==> src/hdl/bqss_pkg.sv <==
// shared types, constants and codes for the soft-switching biquad
package bqss_pkg;

  localparam int SAMPLE_WIDTH_DEF = 32;
  localparam int COEF_WIDTH_DEF   = 32;
  localparam int RATIO_W          = 17;
  localparam int STEP_W           = 16;
  localparam int CUT_W            = 16;
  localparam int IDX_W            = 3;
  localparam int CNT_W            = 3;
  localparam int RND_SHIFT        = 15;

  localparam logic signed [RATIO_W-1:0] RATIO_ONE = 17'sd32768;
  localparam logic signed [RATIO_W-1:0] RATIO_NEG = -17'sd32768;
  localparam logic [STEP_W-1:0]         STEP_RESET = 16'd328;

  localparam logic CMD_SAMPLE  = 1'b0;
  localparam logic CMD_RESTART = 1'b1;

  localparam logic [IDX_W-1:0] REG_B0   = 3'd0;
  localparam logic [IDX_W-1:0] REG_B1   = 3'd1;
  localparam logic [IDX_W-1:0] REG_B2   = 3'd2;
  localparam logic [IDX_W-1:0] REG_A1   = 3'd3;
  localparam logic [IDX_W-1:0] REG_A2   = 3'd4;
  localparam logic [IDX_W-1:0] REG_STEP = 3'd5;

  localparam logic [CNT_W-1:0] TAP_X   = 3'd0;
  localparam logic [CNT_W-1:0] TAP_X1  = 3'd1;
  localparam logic [CNT_W-1:0] TAP_X2  = 3'd2;
  localparam logic [CNT_W-1:0] TAP_Y1  = 3'd3;
  localparam logic [CNT_W-1:0] TAP_Y2  = 3'd4;
  localparam logic [CNT_W-1:0] TAP_END = 3'd5;

  typedef enum logic [2:0] {
    ST_IDLE,
    ST_MAC,
    ST_ROUND,
    ST_BMUL,
    ST_BADD
  } state_t;

  typedef struct packed {
    logic clr;
    logic mul_en;
    logic acc_en;
    logic acc_sub;
  } alu_ctl_t;

endpackage

==> src/hdl/bqss_cfg.sv <==
// configuration register file: coefficients and fade step
module bqss_cfg #(
  parameter int COEF_WIDTH = bqss_pkg::COEF_WIDTH_DEF
) (
  input  logic                                clk,
  input  logic                                rst_n,
  input  logic                                cfg_valid,
  output logic                                cfg_ready,
  input  logic [bqss_pkg::IDX_W-1:0]          cfg_index,
  input  logic [COEF_WIDTH-1:0]               cfg_wdata,
  output logic signed [COEF_WIDTH-1:0]        coef_b0,
  output logic signed [COEF_WIDTH-1:0]        coef_b1,
  output logic signed [COEF_WIDTH-1:0]        coef_b2,
  output logic signed [COEF_WIDTH-1:0]        coef_a1,
  output logic signed [COEF_WIDTH-1:0]        coef_a2,
  output logic [bqss_pkg::STEP_W-1:0]         ratio_step
);

  localparam logic signed [COEF_WIDTH-1:0] B0_RESET =
    {{(COEF_WIDTH-1){1'b0}}, 1'b1} << (COEF_WIDTH - 4);

  logic signed [COEF_WIDTH-1:0]  b0_r, b1_r, b2_r, a1_r, a2_r;
  logic [bqss_pkg::STEP_W-1:0]   step_r;

  assign cfg_ready = 1'b1;

  always_ff @(posedge clk) begin
    if (!rst_n) begin
      b0_r   <= B0_RESET;
      b1_r   <= '0;
      b2_r   <= '0;
      a1_r   <= '0;
      a2_r   <= '0;
      step_r <= bqss_pkg::STEP_RESET;
    end else if (cfg_valid && cfg_ready) begin
      unique case (cfg_index)
        bqss_pkg::REG_B0:   b0_r   <= cfg_wdata;
        bqss_pkg::REG_B1:   b1_r   <= cfg_wdata;
        bqss_pkg::REG_B2:   b2_r   <= cfg_wdata;
        bqss_pkg::REG_A1:   a1_r   <= cfg_wdata;
        bqss_pkg::REG_A2:   a2_r   <= cfg_wdata;
        bqss_pkg::REG_STEP: step_r <= cfg_wdata[bqss_pkg::STEP_W-1:0];
        default: ;
      endcase
    end
  end

  assign coef_b0    = b0_r;
  assign coef_b1    = b1_r;
  assign coef_b2    = b2_r;
  assign coef_a1    = a1_r;
  assign coef_a2    = a2_r;
  assign ratio_step = step_r;

endmodule

==> src/hdl/bqss_alu.sv <==
// shared multiplier with product register and accumulator
module bqss_alu #(
  parameter int AW = bqss_pkg::SAMPLE_WIDTH_DEF + 1,
  parameter int BW = bqss_pkg::COEF_WIDTH_DEF
) (
  input  logic                       clk,
  input  bqss_pkg::alu_ctl_t         ctl,
  input  logic signed [AW-1:0]       op_a,
  input  logic signed [BW-1:0]       op_b,
  output logic signed [AW+BW-1:0]    prod,
  output logic signed [AW+BW+2:0]    acc
);

  localparam int PW    = AW + BW;
  localparam int ACC_W = PW + 3;

  logic signed [PW-1:0]    prod_r;
  logic signed [ACC_W-1:0] acc_r;

  always_ff @(posedge clk) begin
    if (ctl.mul_en) begin
      prod_r <= op_a * op_b;
    end
  end

  always_ff @(posedge clk) begin
    if (ctl.clr) begin
      acc_r <= '0;
    end else if (ctl.acc_en) begin
      if (ctl.acc_sub) begin
        acc_r <= acc_r - ACC_W'(prod_r);
      end else begin
        acc_r <= acc_r + ACC_W'(prod_r);
      end
    end
  end

  assign prod = prod_r;
  assign acc  = acc_r;

endmodule

==> src/hdl/biquad_filter_soft_switch_top.sv <==
// soft-switching direct-form-I biquad: sequencer, state and blend around one multiplier
//
//   channel   direction  handshake               payload
//   in_       input      in_valid / in_stall     in_cmd, in_sample, in_cutoff
//   out_      output     out_valid / out_stall   out_filtered
//   cfg_      input      cfg_valid / cfg_ready   cfg_index, cfg_wdata
//
// a sample request runs through accept, multiply-accumulate over the five taps,
// round and saturate, blend multiply, blend add
// the single multiplier is shared by all five taps and the blend product
// a restart request is taken in idle, leaves the sequencer idle and produces no output
// reset is synchronous; it clears the delays, fade ratio and cutoff and arms priming
// a stalled output holds the finished sample; the next request is taken meanwhile
module biquad_filter_soft_switch_top #(
  parameter int SAMPLE_WIDTH = bqss_pkg::SAMPLE_WIDTH_DEF,
  parameter int COEF_WIDTH   = bqss_pkg::COEF_WIDTH_DEF
) (
  input  logic                                clk,
  input  logic                                rst_n,
  input  logic                                in_valid,
  output logic                                in_stall,
  input  logic                                in_cmd,
  input  logic signed [SAMPLE_WIDTH-1:0]      in_sample,
  input  logic [bqss_pkg::CUT_W-1:0]          in_cutoff,
  output logic                                out_valid,
  input  logic                                out_stall,
  output logic signed [SAMPLE_WIDTH-1:0]      out_filtered,
  input  logic                                cfg_valid,
  output logic                                cfg_ready,
  input  logic [bqss_pkg::IDX_W-1:0]          cfg_index,
  input  logic [COEF_WIDTH-1:0]               cfg_wdata
);

  localparam int SW    = SAMPLE_WIDTH;
  localparam int RW    = bqss_pkg::RATIO_W;
  localparam int AW    = SW + 1;
  localparam int BW    = (COEF_WIDTH > RW) ? COEF_WIDTH : RW;
  localparam int PW    = AW + BW;
  localparam int ACC_W = PW + 3;
  localparam int FRAC  = COEF_WIDTH - 4;
  localparam int FW    = RW + 2;

  localparam logic signed [ACC_W-1:0] ACC_HALF =
    {{(ACC_W-1){1'b0}}, 1'b1} << (FRAC - 1);
  localparam logic signed [ACC_W-1:0] SMAX = {{(ACC_W-SW+1){1'b0}}, {(SW-1){1'b1}}};
  localparam logic signed [ACC_W-1:0] SMIN = {{(ACC_W-SW+1){1'b1}}, {(SW-1){1'b0}}};
  localparam logic signed [PW-1:0]    PROD_HALF =
    {{(PW-1){1'b0}}, 1'b1} << (bqss_pkg::RND_SHIFT - 1);
  localparam logic signed [FW-1:0]    F_ONE = FW'(bqss_pkg::RATIO_ONE);
  localparam logic signed [FW-1:0]    F_NEG = FW'(bqss_pkg::RATIO_NEG);

  logic signed [COEF_WIDTH-1:0]     coef_b0, coef_b1, coef_b2, coef_a1, coef_a2;
  logic [bqss_pkg::STEP_W-1:0]      ratio_step;

  bqss_pkg::state_t                 state_r, state_nxt;
  logic [bqss_pkg::CNT_W-1:0]       cnt_r;
  logic signed [SW-1:0]             x_r, d1_r, d2_r, yd1_r, yd2_r, y_r;
  logic                             prime_r;
  logic signed [RW-1:0]             ratio_r;
  logic [bqss_pkg::CUT_W-1:0]       cut_r;
  logic                             out_valid_r;
  logic signed [SW-1:0]             out_data_r;

  bqss_pkg::alu_ctl_t               ctl;
  logic signed [AW-1:0]             op_a;
  logic signed [BW-1:0]             op_b;
  logic signed [PW-1:0]             prod;
  logic signed [ACC_W-1:0]          acc;

  logic                             in_acc;
  logic                             out_free;
  logic                             finish;
  logic signed [ACC_W-1:0]          acc_rnd;
  logic signed [ACC_W-1:0]          acc_sh;
  logic signed [SW-1:0]             y_nxt;
  logic signed [PW-1:0]             prod_sh;
  logic signed [SW-1:0]             blend;
  logic signed [SW-1:0]             result;
  logic signed [FW-1:0]             ratio_wide;
  logic signed [FW-1:0]             ratio_up, ratio_dn;
  logic signed [RW-1:0]             ratio_nxt;
  logic                             fade_dn, fade_up;

  bqss_cfg #(
    .COEF_WIDTH(COEF_WIDTH)
  ) u_cfg (
    .clk        (clk),
    .rst_n      (rst_n),
    .cfg_valid  (cfg_valid),
    .cfg_ready  (cfg_ready),
    .cfg_index  (cfg_index),
    .cfg_wdata  (cfg_wdata),
    .coef_b0    (coef_b0),
    .coef_b1    (coef_b1),
    .coef_b2    (coef_b2),
    .coef_a1    (coef_a1),
    .coef_a2    (coef_a2),
    .ratio_step (ratio_step)
  );

  bqss_alu #(
    .AW(AW),
    .BW(BW)
  ) u_alu (
    .clk  (clk),
    .ctl  (ctl),
    .op_a (op_a),
    .op_b (op_b),
    .prod (prod),
    .acc  (acc)
  );

  assign in_acc   = in_valid && !in_stall;
  assign out_free = !out_valid_r || !out_stall;

  // next state
  always_comb begin
    state_nxt = state_r;
    unique case (state_r)
      bqss_pkg::ST_IDLE: begin
        if (in_acc && in_cmd == bqss_pkg::CMD_SAMPLE) begin
          state_nxt = bqss_pkg::ST_MAC;
        end
      end
      bqss_pkg::ST_MAC: begin
        if (cnt_r == bqss_pkg::TAP_END) begin
          state_nxt = bqss_pkg::ST_ROUND;
        end
      end
      bqss_pkg::ST_ROUND: state_nxt = bqss_pkg::ST_BMUL;
      bqss_pkg::ST_BMUL:  state_nxt = bqss_pkg::ST_BADD;
      bqss_pkg::ST_BADD: begin
        if (out_free) begin
          state_nxt = bqss_pkg::ST_IDLE;
        end
      end
      default: state_nxt = bqss_pkg::ST_IDLE;
    endcase
  end

  // outputs of the sequencer
  always_comb begin
    in_stall    = 1'b1;
    finish      = 1'b0;
    ctl.clr     = 1'b0;
    ctl.mul_en  = 1'b0;
    ctl.acc_en  = 1'b0;
    ctl.acc_sub = 1'b0;
    unique case (state_r)
      bqss_pkg::ST_IDLE: begin
        in_stall = 1'b0;
        ctl.clr  = 1'b1;
      end
      bqss_pkg::ST_MAC: begin
        ctl.mul_en  = (cnt_r != bqss_pkg::TAP_END);
        ctl.acc_en  = (cnt_r != bqss_pkg::TAP_X);
        ctl.acc_sub = (cnt_r == bqss_pkg::TAP_Y2) || (cnt_r == bqss_pkg::TAP_END);
      end
      bqss_pkg::ST_ROUND: ;
      bqss_pkg::ST_BMUL:  ctl.mul_en = 1'b1;
      bqss_pkg::ST_BADD:  finish = out_free;
      default: ;
    endcase
  end

  // multiplier operand selection
  always_comb begin
    op_a = AW'(x_r);
    op_b = BW'(coef_b0);
    if (state_r == bqss_pkg::ST_BMUL) begin
      op_a = AW'(x_r) - AW'(y_r);
      op_b = BW'(ratio_r);
    end else begin
      unique case (cnt_r)
        bqss_pkg::TAP_X1: begin
          op_a = AW'(d1_r);
          op_b = BW'(coef_b1);
        end
        bqss_pkg::TAP_X2: begin
          op_a = AW'(d2_r);
          op_b = BW'(coef_b2);
        end
        bqss_pkg::TAP_Y1: begin
          op_a = AW'(yd1_r);
          op_b = BW'(coef_a1);
        end
        bqss_pkg::TAP_Y2: begin
          op_a = AW'(yd2_r);
          op_b = BW'(coef_a2);
        end
        default: ;
      endcase
    end
  end

  // round half up and saturate the biquad sum
  always_comb begin
    acc_rnd = acc + ACC_HALF;
    acc_sh  = acc_rnd >>> FRAC;
    if (acc_sh > SMAX) begin
      y_nxt = SMAX[SW-1:0];
    end else if (acc_sh < SMIN) begin
      y_nxt = SMIN[SW-1:0];
    end else begin
      y_nxt = acc_sh[SW-1:0];
    end
  end

  // blend and fade step
  always_comb begin
    fade_dn    = (cut_r != '0) && (ratio_r > 0);
    fade_up    = (cut_r == '0) && (ratio_r < 0);
    prod_sh    = (prod + PROD_HALF) >>> bqss_pkg::RND_SHIFT;
    blend      = (fade_dn ? y_r : x_r) + prod_sh[SW-1:0];
    ratio_wide = FW'(ratio_r);
    ratio_dn   = ratio_wide - $signed({2'b00, ratio_step});
    ratio_up   = ratio_wide + $signed({2'b00, ratio_step});
    ratio_nxt  = ratio_r;
    if (fade_dn) begin
      ratio_nxt = (ratio_dn < F_NEG) ? bqss_pkg::RATIO_NEG : ratio_dn[RW-1:0];
    end else if (fade_up) begin
      ratio_nxt = (ratio_up > F_ONE) ? bqss_pkg::RATIO_ONE : ratio_up[RW-1:0];
    end
    if (fade_dn || fade_up) begin
      result = blend;
    end else if (cut_r == '0) begin
      result = x_r;
    end else begin
      result = y_r;
    end
  end

  always_ff @(posedge clk) begin
    if (!rst_n) begin
      state_r <= bqss_pkg::ST_IDLE;
    end else begin
      state_r <= state_nxt;
    end
  end

  always_ff @(posedge clk) begin
    if (!rst_n) begin
      cnt_r <= '0;
    end else if (state_r == bqss_pkg::ST_MAC) begin
      cnt_r <= cnt_r + 1'b1;
    end else begin
      cnt_r <= '0;
    end
  end

  always_ff @(posedge clk) begin
    if (!rst_n) begin
      d1_r    <= '0;
      d2_r    <= '0;
      yd1_r   <= '0;
      yd2_r   <= '0;
      prime_r <= 1'b1;
      ratio_r <= '0;
      cut_r   <= '0;
    end else begin
      if (in_acc) begin
        if (in_cmd == bqss_pkg::CMD_RESTART) begin
          if (cut_r != '0 && in_cutoff == '0) begin
            ratio_r <= bqss_pkg::RATIO_NEG;
          end else if (cut_r != in_cutoff) begin
            ratio_r <= bqss_pkg::RATIO_ONE;
          end
          cut_r   <= in_cutoff;
          d1_r    <= '0;
          d2_r    <= '0;
          yd1_r   <= '0;
          yd2_r   <= '0;
          prime_r <= 1'b1;
        end else begin
          if (prime_r) begin
            d1_r  <= in_sample;
            d2_r  <= in_sample;
            yd1_r <= in_sample;
            yd2_r <= in_sample;
          end
          prime_r <= 1'b0;
        end
      end
      if (state_r == bqss_pkg::ST_ROUND) begin
        d2_r  <= d1_r;
        d1_r  <= x_r;
        yd2_r <= yd1_r;
        yd1_r <= y_nxt;
      end
      if (finish) begin
        ratio_r <= ratio_nxt;
      end
    end
  end

  always_ff @(posedge clk) begin
    if (in_acc) begin
      x_r <= in_sample;
    end
    if (state_r == bqss_pkg::ST_ROUND) begin
      y_r <= y_nxt;
    end
    if (finish) begin
      out_data_r <= result;
    end
  end

  always_ff @(posedge clk) begin
    if (!rst_n) begin
      out_valid_r <= 1'b0;
    end else if (finish) begin
      out_valid_r <= 1'b1;
    end else if (!out_stall) begin
      out_valid_r <= 1'b0;
    end
  end

  assign out_valid    = out_valid_r;
  assign out_filtered = out_data_r;

  a_out_from_finish: assert property (@(posedge clk) disable iff (!rst_n)
    $rose(out_valid_r) |-> $past(state_r == bqss_pkg::ST_BADD))
    else $error("output raised outside the blend step");

  a_restart_primes: assert property (@(posedge clk) disable iff (!rst_n)
    in_acc && in_cmd == bqss_pkg::CMD_RESTART |=> prime_r)
    else $error("restart did not arm priming");

  a_ratio_range: assert property (@(posedge clk) disable iff (!rst_n)
    (ratio_r <= bqss_pkg::RATIO_ONE) && (ratio_r >= bqss_pkg::RATIO_NEG))
    else $error("fade ratio out of range");

  a_accept_idle: assert property (@(posedge clk) disable iff (!rst_n)
    !in_stall |-> state_r == bqss_pkg::ST_IDLE)
    else $error("request accepted while busy");

  a_mac_to_round: assert property (@(posedge clk) disable iff (!rst_n)
    state_r == bqss_pkg::ST_MAC && cnt_r == bqss_pkg::TAP_END
      |=> state_r == bqss_pkg::ST_ROUND)
    else $error("accumulate sequence did not end in rounding");

endmodule

==> config.mk <==
export PLATFORM = sky130hd
export DESIGN_NAME = biquad_filter_soft_switch_top
export DESIGN_NICKNAME = d
export VERILOG_FILES = /design/src/hdl/bqss_pkg.sv /design/src/hdl/bqss_cfg.sv /design/src/hdl/bqss_alu.sv /design/src/hdl/biquad_filter_soft_switch_top.sv
export SDC_FILE = /design/constraint.sdc
export NUM_CORES = 2
export LEC_CHECK = 0
export ABC_AREA = 1
export CORE_MARGIN = 2
export CORE_UTILIZATION = 45
export CTS_CLUSTER_DIAMETER = 100
export DETAILED_ROUTE_END_ITERATION = 12
export DONT_BUFFER_PORTS = 1
export GPL_TIMING_DRIVEN = 0
export PLACE_DENSITY = 0.68
export SLEW_MARGIN = 20
export SYNTH_ARGS = -nofsm -noshare
export SYNTH_HDL_FRONTEND = slang
export SYNTH_SLANG_ARGS = --single-unit
export TNS_END_PERCENT = 50
==> constraint.sdc <==
create_clock -name clk -period 9 [get_ports clk]
set_input_delay 1.35 -clock clk [delete_from_list [all_inputs] [get_ports clk]]
set_output_delay 1.35 -clock clk [all_outputs]
set_load 0.03 [all_outputs]
==> results.yml <==
outcome:
  status: "complete, but fails checks"
  violations: "negative setup slack"
synth:
  syn-mean-instance-area_um2: 7.62
  synthMuxAreaShare: 0.000261
  synth_edf_count: 161
  synth_compound_area_frac: 0.117
  synth_warnings: 0
  synth_top_family_by_area: "adder cells"
  ys.flop_type: "dfxtp_1"
  synth.distinct_cells: 73
  yosysSeqAreaShare: 0.171
  synth_adder_area_share: 0.350
  syn_area_um2: 76600
  syn-num-nets: 11621
  ys_seq_elements: 574
  synthCells: 10058
  synth-xor-area-share: 0.0324
  async_flop_share: 0
  synth-simple-area-share: 0.207
floorplanning:
  die_h_um: 417
  die_area_um2: 174000
  start_util: 0.452
  dieWidth_um: 417
  core_um2: 169000
  rows: 151
  ios: 124
worst_setup_path:
  critPathTopFamily: "adder cells"
  crit_arrival_ps: 9930
  criticalPathCategory: "register to register"
  worst-path-max-fanout: 6
  cp_slowest_stage_delay_ps: 630
  cp_common_cell: "nand2_2"
  cp.required_ps: 9440
  slowest_stage: "fa_2"
  crit_path_start_kind: "register"
  path_buf_inv: 7
  cp-end-kind: "register"
final_layout:
  layout_commonest_cell: "inv_1"
  seq_area_um2: 13100
  fin_cells: 12710
  largest_reg_flops: 68
  fin_util: 0.525
  areaGrowthSynthToFinish_pct: 16.0
  multi_input_area_um2: 57400
  drive_above_1_share: 0.148
  finalNetCount: 11999
  final_cell_mix: "inv_1 (1835), nand2_1 (1708), nor2_1 (1216)"
  fillCellCount: 16384
clocking:
  hold_buffers: 0
  cts_root_buf: "clkbuf_16"
  numCtsBuffers: 68
  path_clk_slew_ps: 60
  cts.sinks: 574
  cts-htree-levels: 3
  clockBufferDepth: 3
  cts_tree: "done"
  clock_latency_ps: 710
global_route:
  grt_overflow: 0
  grt_pass1_wl_um: 504000
  grt_max_degree: 63
  antenna_found_initial: 27
  grt_pass1_vias: 72980
  grt_usage: 0.403
sta:
  layout_min_cycle_time_ps: 9490
  max_freq_ghz: 0.105
  slew_violations: 0
  setup_viol: 40
  layout_setup_ws_ps: -486
  finClkSkew_ps: 45.7
  worstMarginPinSlew_ps: 1280
  fin_crit_sh: 1.05
  finalHoldViolCount: 0
  slew_headroom: 0.142
  rsz0062_at_grt: "true"
drt:
  ant_nets: 0
  route.detailed.drc: 0
  first_pass_iters: 7
  wl_um: 356000
  post_drt_wl_per_cell_um: 28.0
  vias: 74462
  drt_iter0_markers: 8595
  vias_per_cell: 5.86
placed_design:
  io_buffers: 0
  gp_congestion: 1.08
  hpwl_um: 287000
  dp.cells: 12282
hold_path:
  hp-class: "register to register"
flow_run:
  cap_violations: 0
-- final timing paths --
check                     from           endpoint  slack, ps  depth (start not counted)
min reg2reg  u_cfg.coef_b2[20]  u_cfg.coef_b2[20]        450                          2
max reg2reg             x_r[0]     u_alu.prod[53]       -490                         44
max                     x_r[0]     u_alu.prod[53]       -490                         44
min          u_cfg.coef_b2[20]  u_cfg.coef_b2[20]        450                          2
-- cells in the mapped netlist (8+ instances only) --
master | instances | area share
o21bai_1 | 35 | 0.0034
a22oi_2 | 9 | 0.0015
buf_1 | 15 | 0.00074
o21ai_0 | 550 | 0.036
nand3_2 | 9 | 0.0012
buf_2 | 164 | 0.011
dfxtp_1 | 413 | 0.11
a22o_1 | 19 | 0.0022
nand4_1 | 111 | 0.0091
o22ai_1 | 30 | 0.0025
inv_2 | 59 | 0.0029
nor4_1 | 24 | 0.0020
o2111ai_1 | 20 | 0.0023
nand2_2 | 72 | 0.0059
nand2_4 | 34 | 0.0050
edfxtp_1 | 161 | 0.063
xor2_1 | 220 | 0.025
a21o_1 | 37 | 0.0036
or2_2 | 13 | 0.0011
o21a_1 | 23 | 0.0023
xnor2_1 | 63 | 0.0072
nand3b_1 | 9 | 0.00088
a21oi_1 | 486 | 0.032
nor3_1 | 72 | 0.0047
a31oi_1 | 145 | 0.012
a221oi_1 | 21 | 0.0024
o211ai_1 | 23 | 0.0023
fa_1 | 1117 | 0.29
clkbuf_1 | 198 | 0.0097
nor2_2 | 17 | 0.0014
buf_4 | 17 | 0.0017
a31oi_2 | 8 | 0.0013
a21boi_0 | 15 | 0.0015
a21oi_2 | 32 | 0.0037
o21ai_1 | 38 | 0.0025
nor2_1 | 1309 | 0.064
a211oi_1 | 12 | 0.0012
ha_1 | 357 | 0.058
nand3_1 | 296 | 0.019
nand2_1 | 1800 | 0.088
inv_1 | 1918 | 0.094
-- stage by stage --
step | TNS (ps) | cell area [µm²] | hold WS [ps] | setup WS (ps)
6_report | -11070 | 88800 | 454 | -486
5_1_grt | -18450 | 88800 | 471 | -661
4_1_cts | -5970 | 86900 | 454 | -403
3_5_place_dp | -92830 | 79600 | 444 | -2870
3_3_place_gp | -92480 | 79400 | 438 | -3400
2_1_floorplan | 0 | 76600 | 428 | 34.8
-- cell type report --
class / instances / area share
clock inverter: 36 / 0.00556
multi-input combinational: 7100 / 0.646
inverter: 1980 / 0.0852
buffer: 404 / 0.0297
antenna: 4 / 0.000113
timing repair buffer: 308 / 0.0334
clock buffer: 86 / 0.0212
tap: 2218 / 0.0312
sequential: 574 / 0.148
-- tightest hold or removal path, delay by kind of cell, from the launching register on --
kind / cells / cell delay, ps
AOI/OAI and AO/OA: 1 / 50
buffers and inverters: 1 / 60
DFF: 1 / 300
-- layer usage --
| metal | wire length, µm | vias to the layer above | share of wire | global-route usage |
|---|---|---|---|---|
| met5 | 184 | - | 0.00052 | 0 |
| met4 | 28000 | 22 | 0.079 | 0.256 |
| met3 | 40300 | 1186 | 0.11 | 0.105 |
| met2 | 151000 | 4557 | 0.42 | 0.602 |
| met1 | 136000 | 36764 | 0.38 | 0.519 |
| li1 | - | 31933 | - | - |
-- kinds of logic after synthesis --
group           after synthesis
other cells                   1
simple gates               3800
mux                           2
fa+ha+maj                  1474
xor+xnor                    283
buf+inv                    2384
compound gates             1540
flops                       574
-- timing repair --
item / in CTS / in global routing
resized for setup: 824 / 328
gates cloned: 1 / 1
pin swaps: 209 / 213
hold endpoints to repair: 0 / 0
buffers inserted: 219 / 86
endpoints found under the setup margin: 54 / 47
Power is left out: the tool's default activity adds up to more than one toggle a clock period on the data nets, which glitch-free logic cannot reach.
